===== src/sv/tsbt_pkg.sv =====
// shared types, constants and address helpers for the texture sampler core
// no dependencies; every other file refers to it by scoped names
`timescale 1ns / 1ps

package tsbt_pkg;

    // texel store geometry: base level plus mip levels, back to back
    localparam int MAX_DIM     = 256;
    localparam int DIM_W       = 8;
    localparam int SIZE_W      = 9;
    localparam int MAX_LEVELS  = 8;
    localparam int LVL_W       = 4;
    localparam int CHAN_W      = 16;
    localparam int TEXEL_W     = 3 * CHAN_W;
    localparam int ADDR_W      = 17;
    localparam int STORE_DEPTH = 87381;

    // fixed-point formats
    localparam int COORD_W = 17;
    localparam int LOD_W   = 12;
    localparam int FRAC_W  = 9;
    localparam int PROD_W  = 26;
    localparam int WGT_W   = 17;

    // request payload layout on the slave tdata bus
    localparam int TDATA_W = 120;
    localparam int OUT_W   = 48;

    typedef enum logic {
        OP_WRITE  = 1'b0,
        OP_SAMPLE = 1'b1
    } t_op;

    typedef enum logic [1:0] {
        MODE_NEAREST   = 2'd0,
        MODE_BILINEAR  = 2'd1,
        MODE_TRILINEAR = 2'd2
    } t_mode;

    typedef enum logic [1:0] {
        REG_MODE   = 2'd0,
        REG_WIDTH  = 2'd1,
        REG_HEIGHT = 2'd2,
        REG_LEVELS = 2'd3
    } t_reg;

    typedef logic [ADDR_W-1:0]          t_addr;
    typedef logic [TEXEL_W-1:0]         t_texel;
    typedef logic [3:0][ADDR_W-1:0]     t_quad;
    typedef logic [3:0][TEXEL_W-1:0]    t_tquad;

    // store write request, applied at the memory stage
    typedef struct packed {
        logic   we;
        t_addr  addr;
        t_texel data;
    } t_wr;

    // filter weights that travel alongside the texel reads
    typedef struct packed {
        logic              smp;
        logic [WGT_W-1:0]  s0;
        logic [WGT_W-1:0]  t0;
        logic [WGT_W-1:0]  s1;
        logic [WGT_W-1:0]  t1;
        logic [FRAC_W-1:0] f;
    } t_wgt;

    // first store entry of each level (sum of the squares above it)
    function automatic t_addr level_start(input logic [LVL_W-1:0] l);
        t_addr r;
        case (l)
            4'd0:    r = 17'd0;
            4'd1:    r = 17'd65536;
            4'd2:    r = 17'd81920;
            4'd3:    r = 17'd86016;
            4'd4:    r = 17'd87040;
            4'd5:    r = 17'd87296;
            4'd6:    r = 17'd87360;
            4'd7:    r = 17'd87376;
            4'd8:    r = 17'd87380;
            default: r = '0;
        endcase
        return r;
    endfunction

endpackage


===== src/sv/tsbt_coord.sv =====
// front stages: request capture, level selection, coordinate scaling, texel addressing
// depends on tsbt_pkg; feeds the texel store banks and the filter stages
`timescale 1ns / 1ps

module tsbt_coord (
    input  logic                          i_clk,
    input  logic                          i_rst_n,
    input  logic                          i_adv,
    input  logic                          i_cfg_valid,
    input  logic [1:0]                    i_cfg_index,
    input  logic [tsbt_pkg::SIZE_W-1:0]   i_cfg_data,
    input  logic                          i_valid,
    input  logic                          i_op,
    input  logic [tsbt_pkg::TDATA_W-1:0]  i_data,
    output tsbt_pkg::t_wr                 o_wr,
    output tsbt_pkg::t_quad               o_addr0,
    output tsbt_pkg::t_quad               o_addr1,
    output tsbt_pkg::t_wgt                o_wgt
);

    typedef struct packed {
        logic [tsbt_pkg::DIM_W-1:0]  i0;
        logic [tsbt_pkg::DIM_W-1:0]  i1;
        logic [tsbt_pkg::WGT_W-1:0]  w;
    } t_axis;

    // level size max(1, eff >> l)
    function automatic logic [tsbt_pkg::SIZE_W-1:0] lvl_dim(
        input logic [tsbt_pkg::SIZE_W-1:0] eff,
        input logic [tsbt_pkg::LVL_W-1:0]  l
    );
        logic [tsbt_pkg::SIZE_W-1:0] d;
        d = eff >> l;
        return (d == '0) ? tsbt_pkg::SIZE_W'(1) : d;
    endfunction

    // store address of texel (x, y) in level l
    function automatic tsbt_pkg::t_addr addr_calc(
        input logic [tsbt_pkg::LVL_W-1:0] l,
        input logic [tsbt_pkg::DIM_W-1:0] x,
        input logic [tsbt_pkg::DIM_W-1:0] y
    );
        logic [tsbt_pkg::LVL_W-1:0] sh;
        sh = tsbt_pkg::LVL_W'(tsbt_pkg::DIM_W) - l;
        return tsbt_pkg::level_start(l) + (tsbt_pkg::ADDR_W'(y) << sh)
               + tsbt_pkg::ADDR_W'(x);
    endfunction

    // one axis: neighbor indexes and clamped weight, or the nearest index
    function automatic t_axis axis_calc(
        input logic [tsbt_pkg::PROD_W-1:0] x,
        input logic [tsbt_pkg::SIZE_W-1:0] n,
        input logic                        near
    );
        logic [tsbt_pkg::PROD_W-1:0] d;
        logic [tsbt_pkg::PROD_W-1:0] rel;
        logic [9:0]                  a;
        logic [9:0]                  nm1;
        logic [9:0]                  a1;
        t_axis                       r;
        nm1 = 10'(n) - 10'd1;
        d   = x - tsbt_pkg::PROD_W'(32768);
        a   = '0;
        r.w = '0;
        if (near) begin
            a = x[25:16];
        end else if (x >= tsbt_pkg::PROD_W'(32768)) begin
            a = d[25:16];
        end
        if (a > nm1) begin
            a = nm1;
        end
        rel = d - {a, 16'd0};
        if (!near && x >= tsbt_pkg::PROD_W'(32768)) begin
            r.w = (rel > tsbt_pkg::PROD_W'(65536)) ? 17'd65536 : rel[16:0];
        end
        a1 = (a + 10'd1 > nm1) ? nm1 : a + 10'd1;
        r.i0 = a[7:0];
        r.i1 = near ? a[7:0] : a1[7:0];
        return r;
    endfunction

    // configuration registers
    logic [1:0]                   r_mode;
    logic [tsbt_pkg::SIZE_W-1:0]  r_bw;
    logic [tsbt_pkg::SIZE_W-1:0]  r_bh;
    logic [tsbt_pkg::LVL_W-1:0]   r_lcnt;

    always_ff @(posedge i_clk) begin
        if (!i_rst_n) begin
            r_mode <= tsbt_pkg::MODE_BILINEAR;
            r_bw   <= 9'd256;
            r_bh   <= 9'd256;
            r_lcnt <= 4'd8;
        end else if (i_cfg_valid) begin
            unique case (tsbt_pkg::t_reg'(i_cfg_index))
                tsbt_pkg::REG_MODE:   r_mode <= i_cfg_data[1:0];
                tsbt_pkg::REG_WIDTH:  r_bw   <= i_cfg_data;
                tsbt_pkg::REG_HEIGHT: r_bh   <= i_cfg_data;
                tsbt_pkg::REG_LEVELS: r_lcnt <= i_cfg_data[3:0];
                default:              r_mode <= r_mode;
            endcase
        end
    end

    // stage 1: capture request, saturate coordinates
    logic                         r1_v;
    logic                         r1_op;
    logic [3:0]                   r1_lvl;
    logic [7:0]                   r1_wx;
    logic [7:0]                   r1_wy;
    tsbt_pkg::t_texel             r1_texel;
    logic [16:0]                  r1_u;
    logic [16:0]                  r1_cv;
    logic [11:0]                  r1_lod;
    logic [16:0]                  w_u_in;
    logic [16:0]                  w_v_in;

    assign w_u_in = i_data[84:68];
    assign w_v_in = i_data[101:85];

    always_ff @(posedge i_clk) begin
        if (!i_rst_n) begin
            r1_v <= 1'b0;
        end else if (i_adv) begin
            r1_v <= i_valid;
        end
    end

    always_ff @(posedge i_clk) begin
        if (i_adv) begin
            r1_op    <= i_op;
            r1_lvl   <= i_data[3:0];
            r1_wx    <= i_data[11:4];
            r1_wy    <= i_data[19:12];
            r1_texel <= i_data[67:20];
            r1_u     <= (w_u_in > 17'd65536) ? 17'd65536 : w_u_in;
            r1_cv    <= (w_v_in > 17'd65536) ? 17'd65536 : w_v_in;
            r1_lod   <= i_data[113:102];
        end
    end

    // stage 2: effective sizes, level pair and lod fraction, write address
    logic [8:0]  w_eff_w;
    logic [8:0]  w_eff_h;
    logic [3:0]  w_lc;
    logic [3:0]  w_l0;
    logic [3:0]  w_l1;
    logic [12:0] w_fr;
    logic [8:0]  w_f;
    logic        w_near;
    logic        w_tri;
    logic [8:0]  w_wdim;
    tsbt_pkg::t_wr n2_wr;

    always_comb begin
        w_eff_w = (r_bw == '0) ? 9'd1 : ((r_bw > 9'd256) ? 9'd256 : r_bw);
        w_eff_h = (r_bh == '0) ? 9'd1 : ((r_bh > 9'd256) ? 9'd256 : r_bh);
        w_lc    = (r_lcnt > 4'd8) ? 4'd8 : r_lcnt;
        w_near  = (r_mode == tsbt_pkg::MODE_NEAREST);
        w_tri   = !w_near && (r_mode != tsbt_pkg::MODE_BILINEAR);
        w_l0    = '0;
        w_l1    = '0;
        w_f     = '0;
        w_fr    = '0;
        if (w_tri) begin
            w_l0 = (r1_lod[11:8] > w_lc) ? w_lc : r1_lod[11:8];
            w_l1 = (w_l0 + 4'd1 > w_lc) ? w_lc : w_l0 + 4'd1;
            w_fr = 13'(r1_lod) - {1'b0, w_l0, 8'd0};
            w_f  = (w_fr > 13'd256) ? 9'd256 : w_fr[8:0];
        end
        // write path: ignore requests outside the store
        w_wdim        = 9'd256 >> r1_lvl;
        n2_wr.we      = r1_v && (r1_op == tsbt_pkg::OP_WRITE) && (r1_lvl <= 4'd8)
                        && ({1'b0, r1_wx} < w_wdim) && ({1'b0, r1_wy} < w_wdim);
        n2_wr.addr    = addr_calc(r1_lvl, r1_wx, r1_wy);
        n2_wr.data    = r1_texel;
    end

    logic          r2_smp;
    logic          r2_near;
    logic [3:0]    r2_l0;
    logic [3:0]    r2_l1;
    logic [8:0]    r2_f;
    logic [8:0]    r2_w0;
    logic [8:0]    r2_h0;
    logic [8:0]    r2_w1;
    logic [8:0]    r2_h1;
    logic [16:0]   r2_u;
    logic [16:0]   r2_cv;
    tsbt_pkg::t_wr r2_wr;

    always_ff @(posedge i_clk) begin
        if (!i_rst_n) begin
            r2_smp   <= 1'b0;
            r2_wr.we <= 1'b0;
        end else if (i_adv) begin
            r2_smp <= r1_v && (r1_op == tsbt_pkg::OP_SAMPLE);
            r2_wr  <= n2_wr;
        end
    end

    always_ff @(posedge i_clk) begin
        if (i_adv) begin
            r2_near <= w_near;
            r2_l0   <= w_l0;
            r2_l1   <= w_l1;
            r2_f    <= w_f;
            r2_w0   <= lvl_dim(w_eff_w, w_l0);
            r2_h0   <= lvl_dim(w_eff_h, w_l0);
            r2_w1   <= lvl_dim(w_eff_w, w_l1);
            r2_h1   <= lvl_dim(w_eff_h, w_l1);
            r2_u    <= r1_u;
            r2_cv   <= r1_cv;
        end
    end

    // stage 3: scale coordinates by level sizes
    logic          r3_smp;
    logic          r3_near;
    logic [3:0]    r3_l0;
    logic [3:0]    r3_l1;
    logic [8:0]    r3_f;
    logic [8:0]    r3_w0;
    logic [8:0]    r3_h0;
    logic [8:0]    r3_w1;
    logic [8:0]    r3_h1;
    logic [25:0]   r3_px0;
    logic [25:0]   r3_py0;
    logic [25:0]   r3_px1;
    logic [25:0]   r3_py1;
    tsbt_pkg::t_wr r3_wr;

    always_ff @(posedge i_clk) begin
        if (!i_rst_n) begin
            r3_smp   <= 1'b0;
            r3_wr.we <= 1'b0;
        end else if (i_adv) begin
            r3_smp <= r2_smp;
            r3_wr  <= r2_wr;
        end
    end

    always_ff @(posedge i_clk) begin
        if (i_adv) begin
            r3_near <= r2_near;
            r3_l0   <= r2_l0;
            r3_l1   <= r2_l1;
            r3_f    <= r2_f;
            r3_w0   <= r2_w0;
            r3_h0   <= r2_h0;
            r3_w1   <= r2_w1;
            r3_h1   <= r2_h1;
            r3_px0  <= 26'(r2_w0) * 26'(r2_u);
            r3_py0  <= 26'(r2_h0) * 26'(r2_cv);
            r3_px1  <= 26'(r2_w1) * 26'(r2_u);
            r3_py1  <= 26'(r2_h1) * 26'(r2_cv);
        end
    end

    // stage 4: neighbor indexes, weights and the eight read addresses
    t_axis w_ax0;
    t_axis w_ay0;
    t_axis w_ax1;
    t_axis w_ay1;

    assign w_ax0 = axis_calc(r3_px0, r3_w0, r3_near);
    assign w_ay0 = axis_calc(r3_py0, r3_h0, r3_near);
    assign w_ax1 = axis_calc(r3_px1, r3_w1, r3_near);
    assign w_ay1 = axis_calc(r3_py1, r3_h1, r3_near);

    tsbt_pkg::t_quad r4_addr0;
    tsbt_pkg::t_quad r4_addr1;
    tsbt_pkg::t_wgt  r4_wgt;
    tsbt_pkg::t_wr   r4_wr;

    always_ff @(posedge i_clk) begin
        if (!i_rst_n) begin
            r4_wgt.smp <= 1'b0;
            r4_wr.we   <= 1'b0;
        end else if (i_adv) begin
            r4_wgt.smp <= r3_smp;
            r4_wr      <= r3_wr;
            r4_wgt.s0  <= w_ax0.w;
            r4_wgt.t0  <= w_ay0.w;
            r4_wgt.s1  <= w_ax1.w;
            r4_wgt.t1  <= w_ay1.w;
            r4_wgt.f   <= r3_f;
        end
    end

    always_ff @(posedge i_clk) begin
        if (i_adv) begin
            r4_addr0[0] <= addr_calc(r3_l0, w_ax0.i0, w_ay0.i0);
            r4_addr0[1] <= addr_calc(r3_l0, w_ax0.i1, w_ay0.i0);
            r4_addr0[2] <= addr_calc(r3_l0, w_ax0.i0, w_ay0.i1);
            r4_addr0[3] <= addr_calc(r3_l0, w_ax0.i1, w_ay0.i1);
            r4_addr1[0] <= addr_calc(r3_l1, w_ax1.i0, w_ay1.i0);
            r4_addr1[1] <= addr_calc(r3_l1, w_ax1.i1, w_ay1.i0);
            r4_addr1[2] <= addr_calc(r3_l1, w_ax1.i0, w_ay1.i1);
            r4_addr1[3] <= addr_calc(r3_l1, w_ax1.i1, w_ay1.i1);
        end
    end

    assign o_wr    = r4_wr;
    assign o_addr0 = r4_addr0;
    assign o_addr1 = r4_addr1;
    assign o_wgt   = r4_wgt;

endmodule


===== config.mk =====
export PLATFORM = sky130hd
export DESIGN_NAME = tsbt_coord
export DESIGN_NICKNAME = d
export VERILOG_FILES = /design/src/sv/tsbt_pkg.sv /design/src/sv/tsbt_coord.sv
export SDC_FILE = /design/constraint.sdc
export NUM_CORES = 2
export LEC_CHECK = 0
export CORE_UTILIZATION = 55
export DETAILED_ROUTE_END_ITERATION = 10
export DONT_BUFFER_PORTS = 1
export GPL_TIMING_DRIVEN = 0
export MAX_ROUTING_LAYER = met4
export PLACE_DENSITY = 0.72
export SLEW_MARGIN = 5
export SYNTH_ARGS = -nofsm -noshare
export SYNTH_HDL_FRONTEND = slang
export SYNTH_SLANG_ARGS = --single-unit

===== constraint.sdc =====
create_clock -name i_clk -period 13.1 [get_ports i_clk]
set_input_delay 1.965 -clock i_clk [delete_from_list [all_inputs] [get_ports i_clk]]
set_output_delay 1.965 -clock i_clk [all_outputs]
set_load 0.02 [all_outputs]

==> reports/results.txt <==
For the placer's final routability congestion estimate, the log shows 0.956. The clock arrives with 0.0471 ns of skew. Class of the tightest hold or removal check: reg -> reg. The final layout contains routed wiring with a total length of 162000 um. On the critical path, the stage with the largest delay is an instance of clkdlybuf4s15_2.

Across all setup checks in the final design, the least slack found is 0.687 ns. The placement-stage cell area was 64900 um2; the tightest slew margin relative to the limit was -0.141. The cell family contributing the most delay on the critical path is compound AO/OA/AOI/OAI gates.

The tools report the number of hold-slack violations in the final timing report as 0. The logs give 13.51 ns for the critical path required time and 0 for the number of synthesis warnings. The number of synthesized flops with an enable pin was 769. The tools report the switching component of the power as 0.00609 W.

For the number of antenna violations at the first check in global routing, the log shows 4. After detailed placement, the design holds a cell count of 7446. The number of global-route vias before repair came out at 44400.

The effective utilization at floorplan was 0.557. The post-detailed-route via-to-cell ratio was 5.85. The floorplan die width is 340 um. The static leakage came out at 28.6 nW. The register bit total from synthesis works out to 824.

For the count of pins over their slew limit, the log shows 133. Following the worst setup path forward leads to its endpoint at o_addr1[50]$_DFFE_PP_. In this run the cell area of the synthesized design comes to 62900 um2. The die covers 116000 um2. Share of total power in sequential cells: 0.301.

The cell row count was 123; the total clock buffers created by CTS was 84. The tools report the total I/O pin count as 417. The final critical-path share of the clock period is 0.948. The endpoint identified for the worst register-to-register timing path is o_addr1[50]$_DFFE_PP_. For the all-layer global routing usage, the log shows 0.289. The worst-case IR drop observed on VDD is 143 uV. Once detail routing completed, the nets flagged for antenna violations numbered 0. The run finished, with violations left. Dividing the detail-routed wire length by the instance count gives 21.4 um.

First-pass GRT wire length: 254000 um. The launching point of the worst reg2reg path was r3_near$_DFFE_PP_. The synthesis-to-layout area growth is 7.87%. The clock passes through at most 3 buffers. The slew of the pin with the lowest slew margin is 1.71 ns, and the vertical extent of the die is 340 um.

The synthesized area per cell works out to 10.6 um2. Counting every net in the synthesized netlist gives 7049. The critical path is of the reg -> reg type. The clock transition at the register clock pins on the worst setup and hold paths after CTS is 0.06 ns, and the filler cell count in the final layout is 9267. Buffers inserted to repair hold after CTS numbered 0. The number of buffers and inverters on the critical path is 8.

The run gives 12.83 ns as the data arrival time of the worst path. In the final design database the tool counted 7139 nets. In this design, the stage delay of the slowest critical-path cell is 0.58 ns. In this run the number of cells on the critical path is 42. Final setup violation count: 0.

Clock tree synthesis found a total of 824 sinks. The library cells used most frequently in the layout, excluding fill and tap cells, are 769 x edfxtp_1, 664 x inv_1, 660 x nand2_1. In this run the number of H-tree levels came out at 3.

For this run, the top clock speed supported by timing is 80.6 MHz. The routed via count came out at 44500. The final reports fail on max-slew violations. Dominant synthesized flop cell: edfxtp_1. Of all nets on the critical path, the largest fanout is 19. Count of input and output buffers: 0. The post-route setup TNS came out at 0 ns. The most common library cell in the layout ignoring fill and taps is edfxtp_1. The ratio of cells with drive above 1 in the final layout was 0.0413. The maximum number of pins on one net before global-route repair came out at 499.

The finished layout holds 7605 standard cells, fillers aside. The net switching share of the total power was 0.431; the iteration-0 DRC count of the detailed router was 3169. The run gives 0 as the number of maximum-capacitance constraint violations.

The first TritonRoute pass finished after 8 iterations. The register-to-register setup slack was 0.69 ns. CTS placed an instance of clkbuf_16 at the clock tree root. The routed design could run at a clock period as short as 12.41 ns. STA classifies the critical path startpoint as a register. The run gives 0 as the residual overflow from global routing. The critical path endpoint category is a register. TritonCTS built the clock tree.

The path depth of the worst reg2reg path is 42, and the number of library cell types mapped by synthesis is 96. In the routed design, unresolved DRC markers number 0. The run gives 0.385 as the sequential area share after synthesis. The latest clock arrival within the worst-skew pair was 0.69 ns.

The part of the power in combinational logic is 0.528. Total internal power: 0.00805 W. Synthesis produced 5941 cells.

The region available for standard cell placement spans 113000 um2. Once layout is done, the placed cells without fillers occupy 67800 um2. The proportion of register bits with asynchronous set or reset after synthesis was 0. In this run the worst setup path begins at r3_near$_DFFE_PP_. The wire-length estimate of the detail-placed layout is 126000 um. Timing analysis after detailed placement gives a worst setup slack of -2.45 ns. The power density over cell area is 208 nW/um2. The part of the total power dissipated in the clock network was 0.171.
-- cell usage after synthesis (109+ instances only) --
library cell  count  share of area
inv_1           664          0.040
nor3_1          109         0.0087
a21oi_1         235          0.019
edfxtp_1        769           0.37
nand2_1         660          0.039
o21ai_0         214          0.017
ha_1            512           0.10
nor2_1          249          0.015
nor2b_1         112          0.011
clkbuf_1        209          0.012
xnor2_1         225          0.031
fa_1            459           0.15
and2_1          310          0.031
-- worst min-delay path by stage --
| stage | start | endpoint | depth (start not counted) |
|---|---|---|---|
| 3_3_place_gp | r3_wr[44]$_DFFE_PP_ | o_wr[44]$_DFFE_PP_ | 0 |
| 3_5_place_dp | r3_wr[17]$_DFFE_PP_ | o_wr[17]$_DFFE_PP_ | 0 |
| 4_1_cts | r3_f[2]$_DFFE_PP_ | o_wgt[2]$_DFFE_PP_ | 0 |
| 6_report | r2_wr[63]$_DFFE_PP_ | r3_wr[63]$_DFFE_PP_ | 0 |
| 5_1_grt | r2_wr[23]$_DFFE_PP_ | r3_wr[23]$_DFFE_PP_ | 0 |
| 2_1_floorplan | r3_f[0]$_DFFE_PP_ | o_wgt[0]$_DFFE_PP_ | 0 |
-- through the flow --
stage	util	hold slack (ns)	total power, W
floorplan	-	0.400	0.00963
global placement	0.573	0.400	0.0114
detailed placement	0.574	0.405	0.0116
CTS	0.600	0.414	0.0141
global route	0.600	0.416	0.0152
finish	0.600	0.406	0.0141
-- routing by layer --
layer  vias up  part of all wire  GRT usage
li1      20700                 -          -
met1     21800              0.44      0.390
met2      1675              0.47      0.457
met3       259             0.069     0.0438
met4         0             0.027     0.0788
met5         -                 0          -
-- power groups by stage --
stage | Sequential, W | Combinational [W] | Clock (W)
after floorplan | 0.00415 | 0.00548 | 0
after global placement | 0.00431 | 0.00710 | 0
after detailed placement | 0.00431 | 0.00727 | 0
after CTS | 0.00426 | 0.00738 | 0.00247
after global routing | 0.00430 | 0.00834 | 0.00255
final | 0.00426 | 0.00746 | 0.00242
-- sequential cells by signal, summed over array words and instances (netlist names), 17 cells and up, named ones only --
signal / count
r1_u: 17
o_addr1: 68
r1_cv: 17
r2_wr: 66
r3_px0: 26
r3_px1: 26
o_wr: 66
r3_wr: 66
o_addr0: 68
o_wgt: 78
r3_py0: 26
r1_texel: 48
r3_py1: 26
r2_cv: 17
r2_u: 17
-- cell type report --
| cell class | instances | area (um2) | area share |
|---|---|---|---|
| buffer | 235 | 936 | 0.0138 |
| tap | 1500 | 1880 | 0.0277 |
| clock buffer | 99 | 2180 | 0.0321 |
| sequential | 824 | 24200 | 0.357 |
| inverter | 670 | 2510 | 0.0371 |
| timing repair buffer | 6 | 125 | 0.00184 |
| multi-input combinational | 4210 | 35400 | 0.522 |
| antenna | 8 | 20.0 | 0.000295 |
| clock inverter | 53 | 589 | 0.00869 |
-- what timing repair did --
action	CTS	global route
setup buffers	0	1
setup endpoints to repair	76	39
resized for setup	28	10
gates cloned	0	0
-- cell families (layout without fill, tap and decap cells) --
group	Yosys count	after routing	share of synthesized area
xor gates and xnor gates	321	321	0.0454
other	0	8	0
AOI/OAI and AO/OA	992	992	0.104
adders and majority gates	973	973	0.248
and+or+nand+nor	1791	1791	0.140
DFF	824	824	0.385
buffers and inverters	907	1063	0.0545
muxes	133	133	0.0228
(Power assumes the default switching activity.)
